==> config.mk <==
export PLATFORM = sky130hd
export DESIGN_NAME = linear_scan_register_allocator_core
export DESIGN_NICKNAME = d
export VERILOG_FILES = /design/src/design/lsra_pkg.sv /design/src/design/linear_scan_register_allocator_core.sv
export SDC_FILE = /design/constraint.sdc
export NUM_CORES = 2
export LEC_CHECK = 0
export BUFFER_PORTS_ARGS = -buffer_cell sky130_fd_sc_hd__buf_2
export CAP_MARGIN = 20
export CORE_ASPECT_RATIO = 0.7
export CORE_MARGIN = 2
export CORE_UTILIZATION = 40
export DETAILED_ROUTE_END_ITERATION = 7
export PLACE_DENSITY = 0.55
export SKIP_LAST_GASP = 1
export SYNTH_ARGS = -nofsm -noshare
export SYNTH_HDL_FRONTEND = slang
export SYNTH_SLANG_ARGS = --single-unit
==> constraint.sdc <==
create_clock -name clk_i -period 9.35 [get_ports clk_i]
set_input_delay 0.4675 -clock clk_i [delete_from_list [all_inputs] [get_ports clk_i]]
set_output_delay 0.4675 -clock clk_i [all_outputs]
set_load 0.01 [all_outputs]
==> src/design/lsra_pkg.sv <==
// shared constants and types for the linear scan register allocator
package lsra_pkg;

  localparam int MAX_REGS  = 16;
  localparam int REG_W     = 4;
  localparam int CNT_W     = 5;
  localparam int SLOT_BITS = 12;
  localparam int VAL_W     = 16;
  localparam int POS_W     = 16;

  localparam logic [SLOT_BITS-1:0] SLOT_MAX = {SLOT_BITS{1'b1}};

  localparam int IN_DATA_W  = 48;
  localparam int OUT_DATA_W = 32;
  localparam int OUT_USER_W = 2;

  typedef struct packed {
    logic [POS_W-1:0] end_pos;
    logic [VAL_W-1:0] value;
    logic [REG_W-1:0] reg_num;
  } entry_t;

  typedef struct packed {
    logic [VAL_W-1:0]     value_id;
    logic                 on_stack;
    logic [SLOT_BITS-1:0] loc;
    logic                 ovf;
    logic                 last;
  } result_t;

endpackage

==> src/design/linear_scan_register_allocator_core.sv <==
// linear scan register allocator: one live interval per input item
// An input item is one live interval, given in order of start. Each item first expires
// active intervals ending at or before its start, one per cycle, then either takes the
// lowest free register, takes over the register of the active interval that ends last
// (which is spilled to the next stack slot), or goes to a stack slot itself. One 16-bit
// compare unit, reading the active list through one read port, does all the expiry,
// spill and insertion-point checks. An item passes through acceptance in S_IDLE, expiry
// in S_EXPIRE, S_DECIDE, S_SPILL when no register is free and the list is not empty, an
// S_SCAN search for the insertion point in the sorted list when a register is given, and
// one emit step per result. Results leave via an output register, so the next item can
// be accepted while the last result waits.
module linear_scan_register_allocator_core (
  input  logic                             clk_i,
  input  logic                             rst_ni,
  input  logic                             cfg_valid_i,
  output logic                             cfg_ready_o,
  input  logic [lsra_pkg::CNT_W-1:0]       cfg_data_i,      // num_regs
  input  logic                             s_axis_tvalid,
  output logic                             s_axis_tready,
  input  logic [lsra_pkg::IN_DATA_W-1:0]   s_axis_tdata,    // value_id, interval_start, interval_end
  input  logic                             s_axis_tuser,    // restart
  output logic                             m_axis_tvalid,
  input  logic                             m_axis_tready,
  output logic [lsra_pkg::OUT_DATA_W-1:0]  m_axis_tdata,    // result_value_id, location_index, zero pad
  output logic [lsra_pkg::OUT_USER_W-1:0]  m_axis_tuser,    // on_stack, slot_overflow
  output logic                             m_axis_tlast
);
  import lsra_pkg::*;

  localparam logic [2:0] S_IDLE   = 3'd0;
  localparam logic [2:0] S_EXPIRE = 3'd1;
  localparam logic [2:0] S_DECIDE = 3'd2;
  localparam logic [2:0] S_SPILL  = 3'd3;
  localparam logic [2:0] S_SCAN   = 3'd4;
  localparam logic [2:0] S_EMIT0  = 3'd5;
  localparam logic [2:0] S_EMIT1  = 3'd6;

  logic [2:0]           state_q, state_d;
  logic [CNT_W-1:0]     num_regs_q;
  logic [CNT_W-1:0]     count_q, count_d;
  logic [MAX_REGS-1:0]  busy_q, busy_d;
  logic [SLOT_BITS-1:0] slot_q, slot_d;
  logic [REG_W-1:0]     addr_q, addr_d;
  logic [VAL_W-1:0]     val_q;
  logic [POS_W-1:0]     start_q, end_q;
  logic [REG_W-1:0]     ins_reg_q, ins_reg_d;
  logic                 two_q, two_d;
  result_t              res0_q, res0_d, res1_q, res1_d;
  result_t              out_q;
  logic                 out_valid_q;
  entry_t               act_q [MAX_REGS];

  entry_t               rd;
  logic [POS_W-1:0]     cmp_b;
  logic                 cmp_le;
  logic [CNT_W-1:0]     n_eff;
  logic                 free_found;
  logic [REG_W-1:0]     free_idx;
  logic                 slot_ovf;
  logic [SLOT_BITS-1:0] slot_inc;
  logic                 out_free;
  logic                 do_shift_down;
  logic                 do_insert;
  logic                 scan_more;

  assign cfg_ready_o   = 1'b1;
  assign s_axis_tready = (state_q == S_IDLE);
  assign out_free      = !out_valid_q || m_axis_tready;

  assign rd     = act_q[addr_q];
  assign cmp_b  = (state_q == S_EXPIRE) ? start_q : end_q;
  assign cmp_le = (rd.end_pos <= cmp_b);

  assign n_eff = (num_regs_q > CNT_W'(MAX_REGS)) ? CNT_W'(MAX_REGS) : num_regs_q;

  always_comb begin
    free_found = 1'b0;
    free_idx   = '0;
    for (int i = MAX_REGS - 1; i >= 0; i--) begin
      if ((CNT_W'(i) < n_eff) && !busy_q[i]) begin
        free_found = 1'b1;
        free_idx   = REG_W'(i);
      end
    end
  end

  assign slot_ovf = (slot_q == SLOT_MAX);
  assign slot_inc = slot_ovf ? slot_q : slot_q + SLOT_BITS'(1);
  assign scan_more = ({1'b0, addr_q} < count_q) && cmp_le;

  always_comb begin
    state_d       = state_q;
    count_d       = count_q;
    busy_d        = busy_q;
    slot_d        = slot_q;
    addr_d        = addr_q;
    ins_reg_d     = ins_reg_q;
    two_d         = two_q;
    res0_d        = res0_q;
    res1_d        = res1_q;
    do_shift_down = 1'b0;
    do_insert     = 1'b0;
    unique case (state_q)
      S_IDLE: begin
        if (s_axis_tvalid) begin
          addr_d = '0;
          if (s_axis_tuser) begin
            count_d = '0;
            busy_d  = '0;
            slot_d  = '0;
          end
          state_d = S_EXPIRE;
        end
      end
      S_EXPIRE: begin
        if ((count_q != '0) && cmp_le) begin
          busy_d[rd.reg_num] = 1'b0;
          count_d            = count_q - CNT_W'(1);
          do_shift_down      = 1'b1;
        end else begin
          state_d = S_DECIDE;
        end
      end
      S_DECIDE: begin
        if ((count_q < n_eff) && free_found) begin
          busy_d[free_idx] = 1'b1;
          ins_reg_d        = free_idx;
          two_d            = 1'b0;
          res0_d           = '{value_id: val_q, on_stack: 1'b0,
                               loc: SLOT_BITS'(free_idx), ovf: 1'b0, last: 1'b1};
          addr_d           = '0;
          state_d          = S_SCAN;
        end else if (count_q != '0) begin
          addr_d  = REG_W'(count_q - CNT_W'(1));
          state_d = S_SPILL;
        end else begin
          slot_d  = slot_inc;
          two_d   = 1'b0;
          res0_d  = '{value_id: val_q, on_stack: 1'b1, loc: slot_q, ovf: slot_ovf,
                      last: 1'b1};
          state_d = S_EMIT0;
        end
      end
      S_SPILL: begin
        slot_d = slot_inc;
        if (!cmp_le) begin
          ins_reg_d = rd.reg_num;
          two_d     = 1'b1;
          count_d   = count_q - CNT_W'(1);
          res0_d    = '{value_id: rd.value, on_stack: 1'b1, loc: slot_q, ovf: slot_ovf,
                        last: 1'b0};
          res1_d    = '{value_id: val_q, on_stack: 1'b0, loc: SLOT_BITS'(rd.reg_num),
                        ovf: 1'b0, last: 1'b1};
          addr_d    = '0;
          state_d   = S_SCAN;
        end else begin
          two_d   = 1'b0;
          res0_d  = '{value_id: val_q, on_stack: 1'b1, loc: slot_q, ovf: slot_ovf,
                      last: 1'b1};
          state_d = S_EMIT0;
        end
      end
      S_SCAN: begin
        if (scan_more) begin
          addr_d = addr_q + REG_W'(1);
        end else begin
          do_insert = 1'b1;
          count_d   = count_q + CNT_W'(1);
          state_d   = S_EMIT0;
        end
      end
      S_EMIT0: begin
        if (out_free) begin
          state_d = two_q ? S_EMIT1 : S_IDLE;
        end
      end
      S_EMIT1: begin
        if (out_free) begin
          state_d = S_IDLE;
        end
      end
      default: state_d = S_IDLE;
    endcase
  end

  always_ff @(posedge clk_i or negedge rst_ni) begin
    if (!rst_ni) begin
      state_q     <= S_IDLE;
      num_regs_q  <= CNT_W'(MAX_REGS);
      count_q     <= '0;
      busy_q      <= '0;
      slot_q      <= '0;
      addr_q      <= '0;
      out_valid_q <= 1'b0;
    end else begin
      state_q <= state_d;
      count_q <= count_d;
      busy_q  <= busy_d;
      slot_q  <= slot_d;
      addr_q  <= addr_d;
      if (cfg_valid_i) begin
        num_regs_q <= cfg_data_i;
      end
      if ((state_q == S_EMIT0 || state_q == S_EMIT1) && out_free) begin
        out_valid_q <= 1'b1;
      end else if (m_axis_tready) begin
        out_valid_q <= 1'b0;
      end
    end
  end

  always_ff @(posedge clk_i) begin
    ins_reg_q <= ins_reg_d;
    two_q     <= two_d;
    res0_q    <= res0_d;
    res1_q    <= res1_d;
    if (state_q == S_IDLE && s_axis_tvalid) begin
      val_q   <= s_axis_tdata[15:0];
      start_q <= s_axis_tdata[31:16];
      end_q   <= s_axis_tdata[47:32];
    end
    if (out_free) begin
      if (state_q == S_EMIT0) begin
        out_q <= res0_q;
      end else if (state_q == S_EMIT1) begin
        out_q <= res1_q;
      end
    end
  end

  // active list, sorted by end
  always_ff @(posedge clk_i) begin
    for (int i = 0; i < MAX_REGS; i++) begin
      if (do_shift_down) begin
        if (i < MAX_REGS - 1) begin
          act_q[i] <= act_q[(i < MAX_REGS - 1) ? i + 1 : i];
        end
      end else if (do_insert) begin
        if (REG_W'(i) == addr_q) begin
          act_q[i] <= '{end_pos: end_q, value: val_q, reg_num: ins_reg_q};
        end else if ((i > 0) && (REG_W'(i) > addr_q)) begin
          act_q[i] <= act_q[(i > 0) ? i - 1 : 0];
        end
      end
    end
  end

  assign m_axis_tvalid = out_valid_q;
  assign m_axis_tdata  = {{(OUT_DATA_W - VAL_W - SLOT_BITS){1'b0}}, out_q.loc, out_q.value_id};
  assign m_axis_tuser  = {out_q.ovf, out_q.on_stack};
  assign m_axis_tlast  = out_q.last;

endmodule
Yosys cells after proc, flatten, opt, wreduce, memory -nomap -nowiden. Memory sizes are Yosys's and may differ from the RTL's. Cells that the tools add are included.

Bits in registers: 181. Bits in writable memories: 576. Word-level logic and storage cells: 460. Memories: 1.

Memories: act_q (words 16, width 36, rd ports 17, clocked after Yosys merged registers in 0, write ports 16, line linear_scan_register_allocator_core.sv:51) `entry_t act_q [MAX_REGS];`.

$add $sub $neg: 4. Magnitude comparators: 39. Equality and inequality tests: 36. Muxes and demuxes: 261. Bitwise operators: 34. Reductions and logical operators: 61.

Operator list (number): $mux W36 (30); $mux W1 (169); $mux W31 (5); $mux W4 (23); $mux W16 (5); $pmux W31 S2 (1); $mux W12 (5); $pmux W16 S3 (1); $lt A4 B5 Y1 const A (8); $pmux W12 S3 (1); $eq A4 B4 Y1 const A (8); $gt A4 B4 Y1 const A (8); $mux W5 (6); $or A1 B1 Y1 (30); $mux W3 (8); $logic_and A1 B1 Y1 (23); $pmux W3 S7 (1); $lt A3 B5 Y1 const A (4); $ne A2 B2 Y1 const B (10); $pmux W5 S4 (1); $reduce_and A5 Y1 (4); $logic_not A1 Y1 (17); $and A16 B16 Y16 (1); $eq A3 B4 Y1 const A (4); 40 further kinds (62).

Longest topological paths before layout.
Word-level depth: 27. Mapped depth: 21.

Worst setup path after synthesis. No wires, ideal clock.

Path kind: register -> register. From: register addr_q[1]. To: memory act_q[6][0] in the netlist's numbering (enable). Setup time: 598 ps. Arrival: 5555 ps. Data required time: 8752 ps. Setup slack: 3197 ps. Stages on the path, launching flop included: 16. Period minus slack after synthesis: 6153 ps. Cell sequence: dfrtp_1 buf_2 buf_2 buf_2 buf_1 mux4_2 mux4_2 ha_1 a21o_1 a221o_1 o21bai_1 a21oi_2 buf_2 o221ai_2 clkbuf_1 nand3_1.

RTL lines: start: declaration (line linear_scan_register_allocator_core.sv:43) `logic [REG_W-1:0] addr_q, addr_d;`; start signal: assignment (line linear_scan_register_allocator_core.sv:200) `addr_q <= addr_d;`; end: declaration (line linear_scan_register_allocator_core.sv:51).

==> impl_metrics.json <==
{
  "status": "completed",
  "cts_buffers": 79,
  "syn_area_per_cell_um2": 11.01,
  "r2r_end": "act_q[6][34]$_DFFE_PP_",
  "p_leak_uw": 0.01697,
  "cts.reportedPaths.clkPinSlew_ps": 60,
  "setup_viol": 0,
  "worstMarginPinSlew_ps": 1190,
  "ys_types": 92,
  "p_switching_uw": 9706,
  "skew_ps": 29.69,
  "synth_area_leaders": "edfxtp_1 51%, nand2_1 7.7%, mux4_2 7.4%",
  "worst_path_max_delay_cell": "dfrtp_4",
  "dieWidth_um": 391.9,
  "postCtsHoldBufs": 49,
  "min_period_ps": 7239,
  "synth_flop_cell": "edfxtp_1",
  "ant_nets": 0,
  "grt_pass1_vias": 30770,
  "max_cap_violations": 0,
  "initial_core_util_pct": 40.40,
  "maxClockFrequency_mhz": 138.1,
  "critPathRequiredTime_ps": 9440,
  "rows": 99,
  "post_cts_buffers": 0,
  "hold_end": "num_regs_q[1]$_DFFE_PN0P_",
  "num_vias": 32650,
  "synth_most_common_cell": "nand2_1",
  "cp_num_buf_inv": 2,
  "crit_family": "simple AND/OR/NAND/NOR gates",
  "drv_slew": 0,
  "power.density_nw_per_um2": 462.6,
  "yosysTopAreaCell": "edfxtp_1",
  "pre_cts_slack_ps": 2345,
  "combPwrFrac_pct": 46.0,
  "synthCells": 3828,
  "crit_type": "register to register",
  "drtIter0Drc": 4283,
  "ff2ff_setup_slack_ps": 2110,
  "pwr-share-clk_pct": 15.0,
  "seqCellArea_um2": 22520,
  "syn-cell-area_um2": 42140,
  "drc": 0,
  "drt_first_pass_iters": 6,
  "yosysSeqAreaShare_pct": 53.41,
  "core-area_um2": 104300,
  "synth_edf_count": 711,
  "hold_viol_final": 0,
  "crit_path_start_kind": "register",
  "wl_per_cell_um": 27.92,
  "cts.sinks": 757,
  "min_path_type": "primary input to register",
  "finalCritPeriodShare_pct": 77.42,
  "seqPwrFrac_pct": 38.9,
  "clock_path_buffers": 3,
  "async_reset_ff_share_pct": 6.077,
  "cp_common_cell": "buf_4",
  "yosysWarnings": 0,
  "cp_max_fo": 51,
  "arrival_ps": 7330,
  "ctsResizeCount": 0,
  "synth.top_cell.area_share_pct": 50.67,
  "grt_max_degree": 97,
  "tritoncts": "yes",
  "worstRegToRegCells": 13,
  "cp_cell_sequence": "nand2b_1, o221ai_1, o22ai_1, nor2_1, ha_1, and3_1, a221o_1, o21bai_1, a21o_1, buf_4, a21o_2, buf_4, nand3_4",
  "final_layout_size_suffix_gt1_share_pct": 16.12,
  "die_h_um": 275.5,
  "globalRoute.totalOverflow": 0,
  "grt_pass1_wl_um": 215300,
  "vias_per_cell": 6.191,
  "vdd_ir_drop_max_uv": 464.5,
  "clock_latency_ps": 680,
  "rsz0062_at_grt": "no",
  "fillers": 9672,
  "grt.total_usage_pct": 27.09,
  "end_kind": "register",
  "yosys_register_bits": 757,
  "htreeDepth": 3,
  "cts_root_buf": "clkbuf_16",
  "place_hpwl_um": 88980,
  "r2r_start": "addr_q[2]$_DFFE_PN0P_",
  "ioPinCount": 97,
  "io_buffers": 91,
  "fin_nets": 3883,
  "setup_tns_ps": 0,
  "cpPeakStageDelay_ps": 1020,
  "multi_input_area_um2": 18420,
  "ys_top_cells_by_count": "860 x nand2_1, 711 x edfxtp_1, 304 x nor2_1",
  "dieArea_um2": 108000,
  "gp_congestion": 0.8547,
  "holdPathStages": 2,
  "postLayoutSetupSlackWorst_ps": 2111,
  "syn2layout_area_growth_pct": 11.73,
  "antenna_found_initial": 2,
  "drt-total-wl_um": 147200,
  "relSlewSlack_pct": 20.64,
  "p_int_uw": 12070,
  "switching_share_pct": 44.56,
  "worstHoldStart": "cfg_data_i[1]"
}
power groups by stage:
stage | registers (µW) | logic [µW] | clock network [µW]
final | 8480 | 10000 | 3280
after global routing | 8640 | 10800 | 3430
after CTS | 8420 | 9910 | 3310
after detailed placement | 8450 | 9880 | 0
after global placement | 8480 | 9710 | 0
after floorplan | 7590 | 6640 | 0
placed cells by master, fill, tap and decap left out, types with 29 or more instances in the layout:
master	count
o21ai_0	233
o22ai_1	48
a2bb2oi_1	39
mux2_2	104
edfxtp_1	711
mux2i_1	263
o21ai_1	29
nor2_1	301
buf_4	94
a31oi_1	266
nand2_1	851
clkbuf_16	82
mux4_2	138
dlygate4sd3_1	49
dfrtp_1	41
a21oi_1	57
buf_2	91
worst register-to-register path: stages (launching register included):
cell,delay (ps)
dfrtp_4,1020
nand2b_1,890
o221ai_1,470
o22ai_1,140
nor2_1,260
ha_1,290
and3_1,190
a221o_1,360
o21bai_1,340
a21o_1,580
buf_4,360
a21o_2,150
buf_4,620
nand3_4,960
cell type report:
class	instances	share of cell area (%)
sequential	757	47.82
clock buffer	103	4.547
tap	1414	3.758
timing repair buffer	237	3.652
inverter	24	0.1914
antenna	2	0.01063
clock inverter	41	0.8877
multi-input combinational	2696	39.13
registers in the layout, summed over array words and instances (netlist names), 12 cells and up:
signal / count
act_q: 576
busy_q: 16
end_q: 16
m_axis_tdata: 28
res0_q: 31
res1_q: 20
slot_q: 12
start_q: 16
val_q: 16
metrics by stage:
step | cells | utilization, % | total power [µW] | hold WS [ps] | area, µm²
2_1_floorplan | 3831 | - | 14230 | 171.9 | 42150
3_3_place_gp | 5075 | 42.14 | 18190 | 525.8 | 43950
3_5_place_dp | 5076 | 42.16 | 18330 | 513.6 | 43970
4_1_cts | 5269 | 45.08 | 21630 | 1.181 | 47020
5_1_grt | 5272 | 45.13 | 22880 | 32.54 | 47070
6_report | 5274 | 45.14 | 21780 | 38.29 | 47080
routing by layer:
metal | wire length, µm | vias to the layer above | track usage, %
li1 | - | 14210 | -
met1 | 65750 | 16220 | 41.32
met2 | 60280 | 1978 | 37.96
met3 | 16910 | 243 | 6.455
met4 | 4282 | 2 | 7.794
met5 | 13 | - | 0
how the worst max path moves through the flow:
stage	from	endpoint	slack [ps]	cells after the start
6_report	addr_q[2]$_DFFE_PN0P_	act_q[6][34]$_DFFE_PP_	2110	13
3_5_place_dp	addr_q[2]$_DFFE_PN0P_	act_q[6][29]$_DFFE_PP_	2350	14
3_3_place_gp	addr_q[0]$_DFFE_PN0P_	act_q[12][18]$_DFFE_PP_	2380	14
2_1_floorplan	addr_q[1]$_DFFE_PN0P_	act_q[6][0]$_DFFE_PP_	3200	15
4_1_cts	addr_q[2]$_DFFE_PN0P_	act_q[6][34]$_DFFE_PP_	2310	14
5_1_grt	addr_q[2]$_DFFE_PN0P_	act_q[6][34]$_DFFE_PP_	1920	14
cells by family (layout without fill, tap and decap cells):
family | Yosys count | in the layout | synth area share [%]
AO/OA/AOI/OAI | 838 | 838 | 12.72
AND/OR/NAND/NOR | 1317 | 1317 | 12.68
multiplexers | 505 | 505 | 16.40
other | 2 | 7 | 0.01782
buffers and inverters | 378 | 405 | 3.872
XOR/XNOR | 2 | 2 | 0.04158
adder cells (fa/ha/maj) | 29 | 29 | 0.8612
flip-flops | 757 | 757 | 53.41
Note: power is estimated with default switching activity, not from simulation.
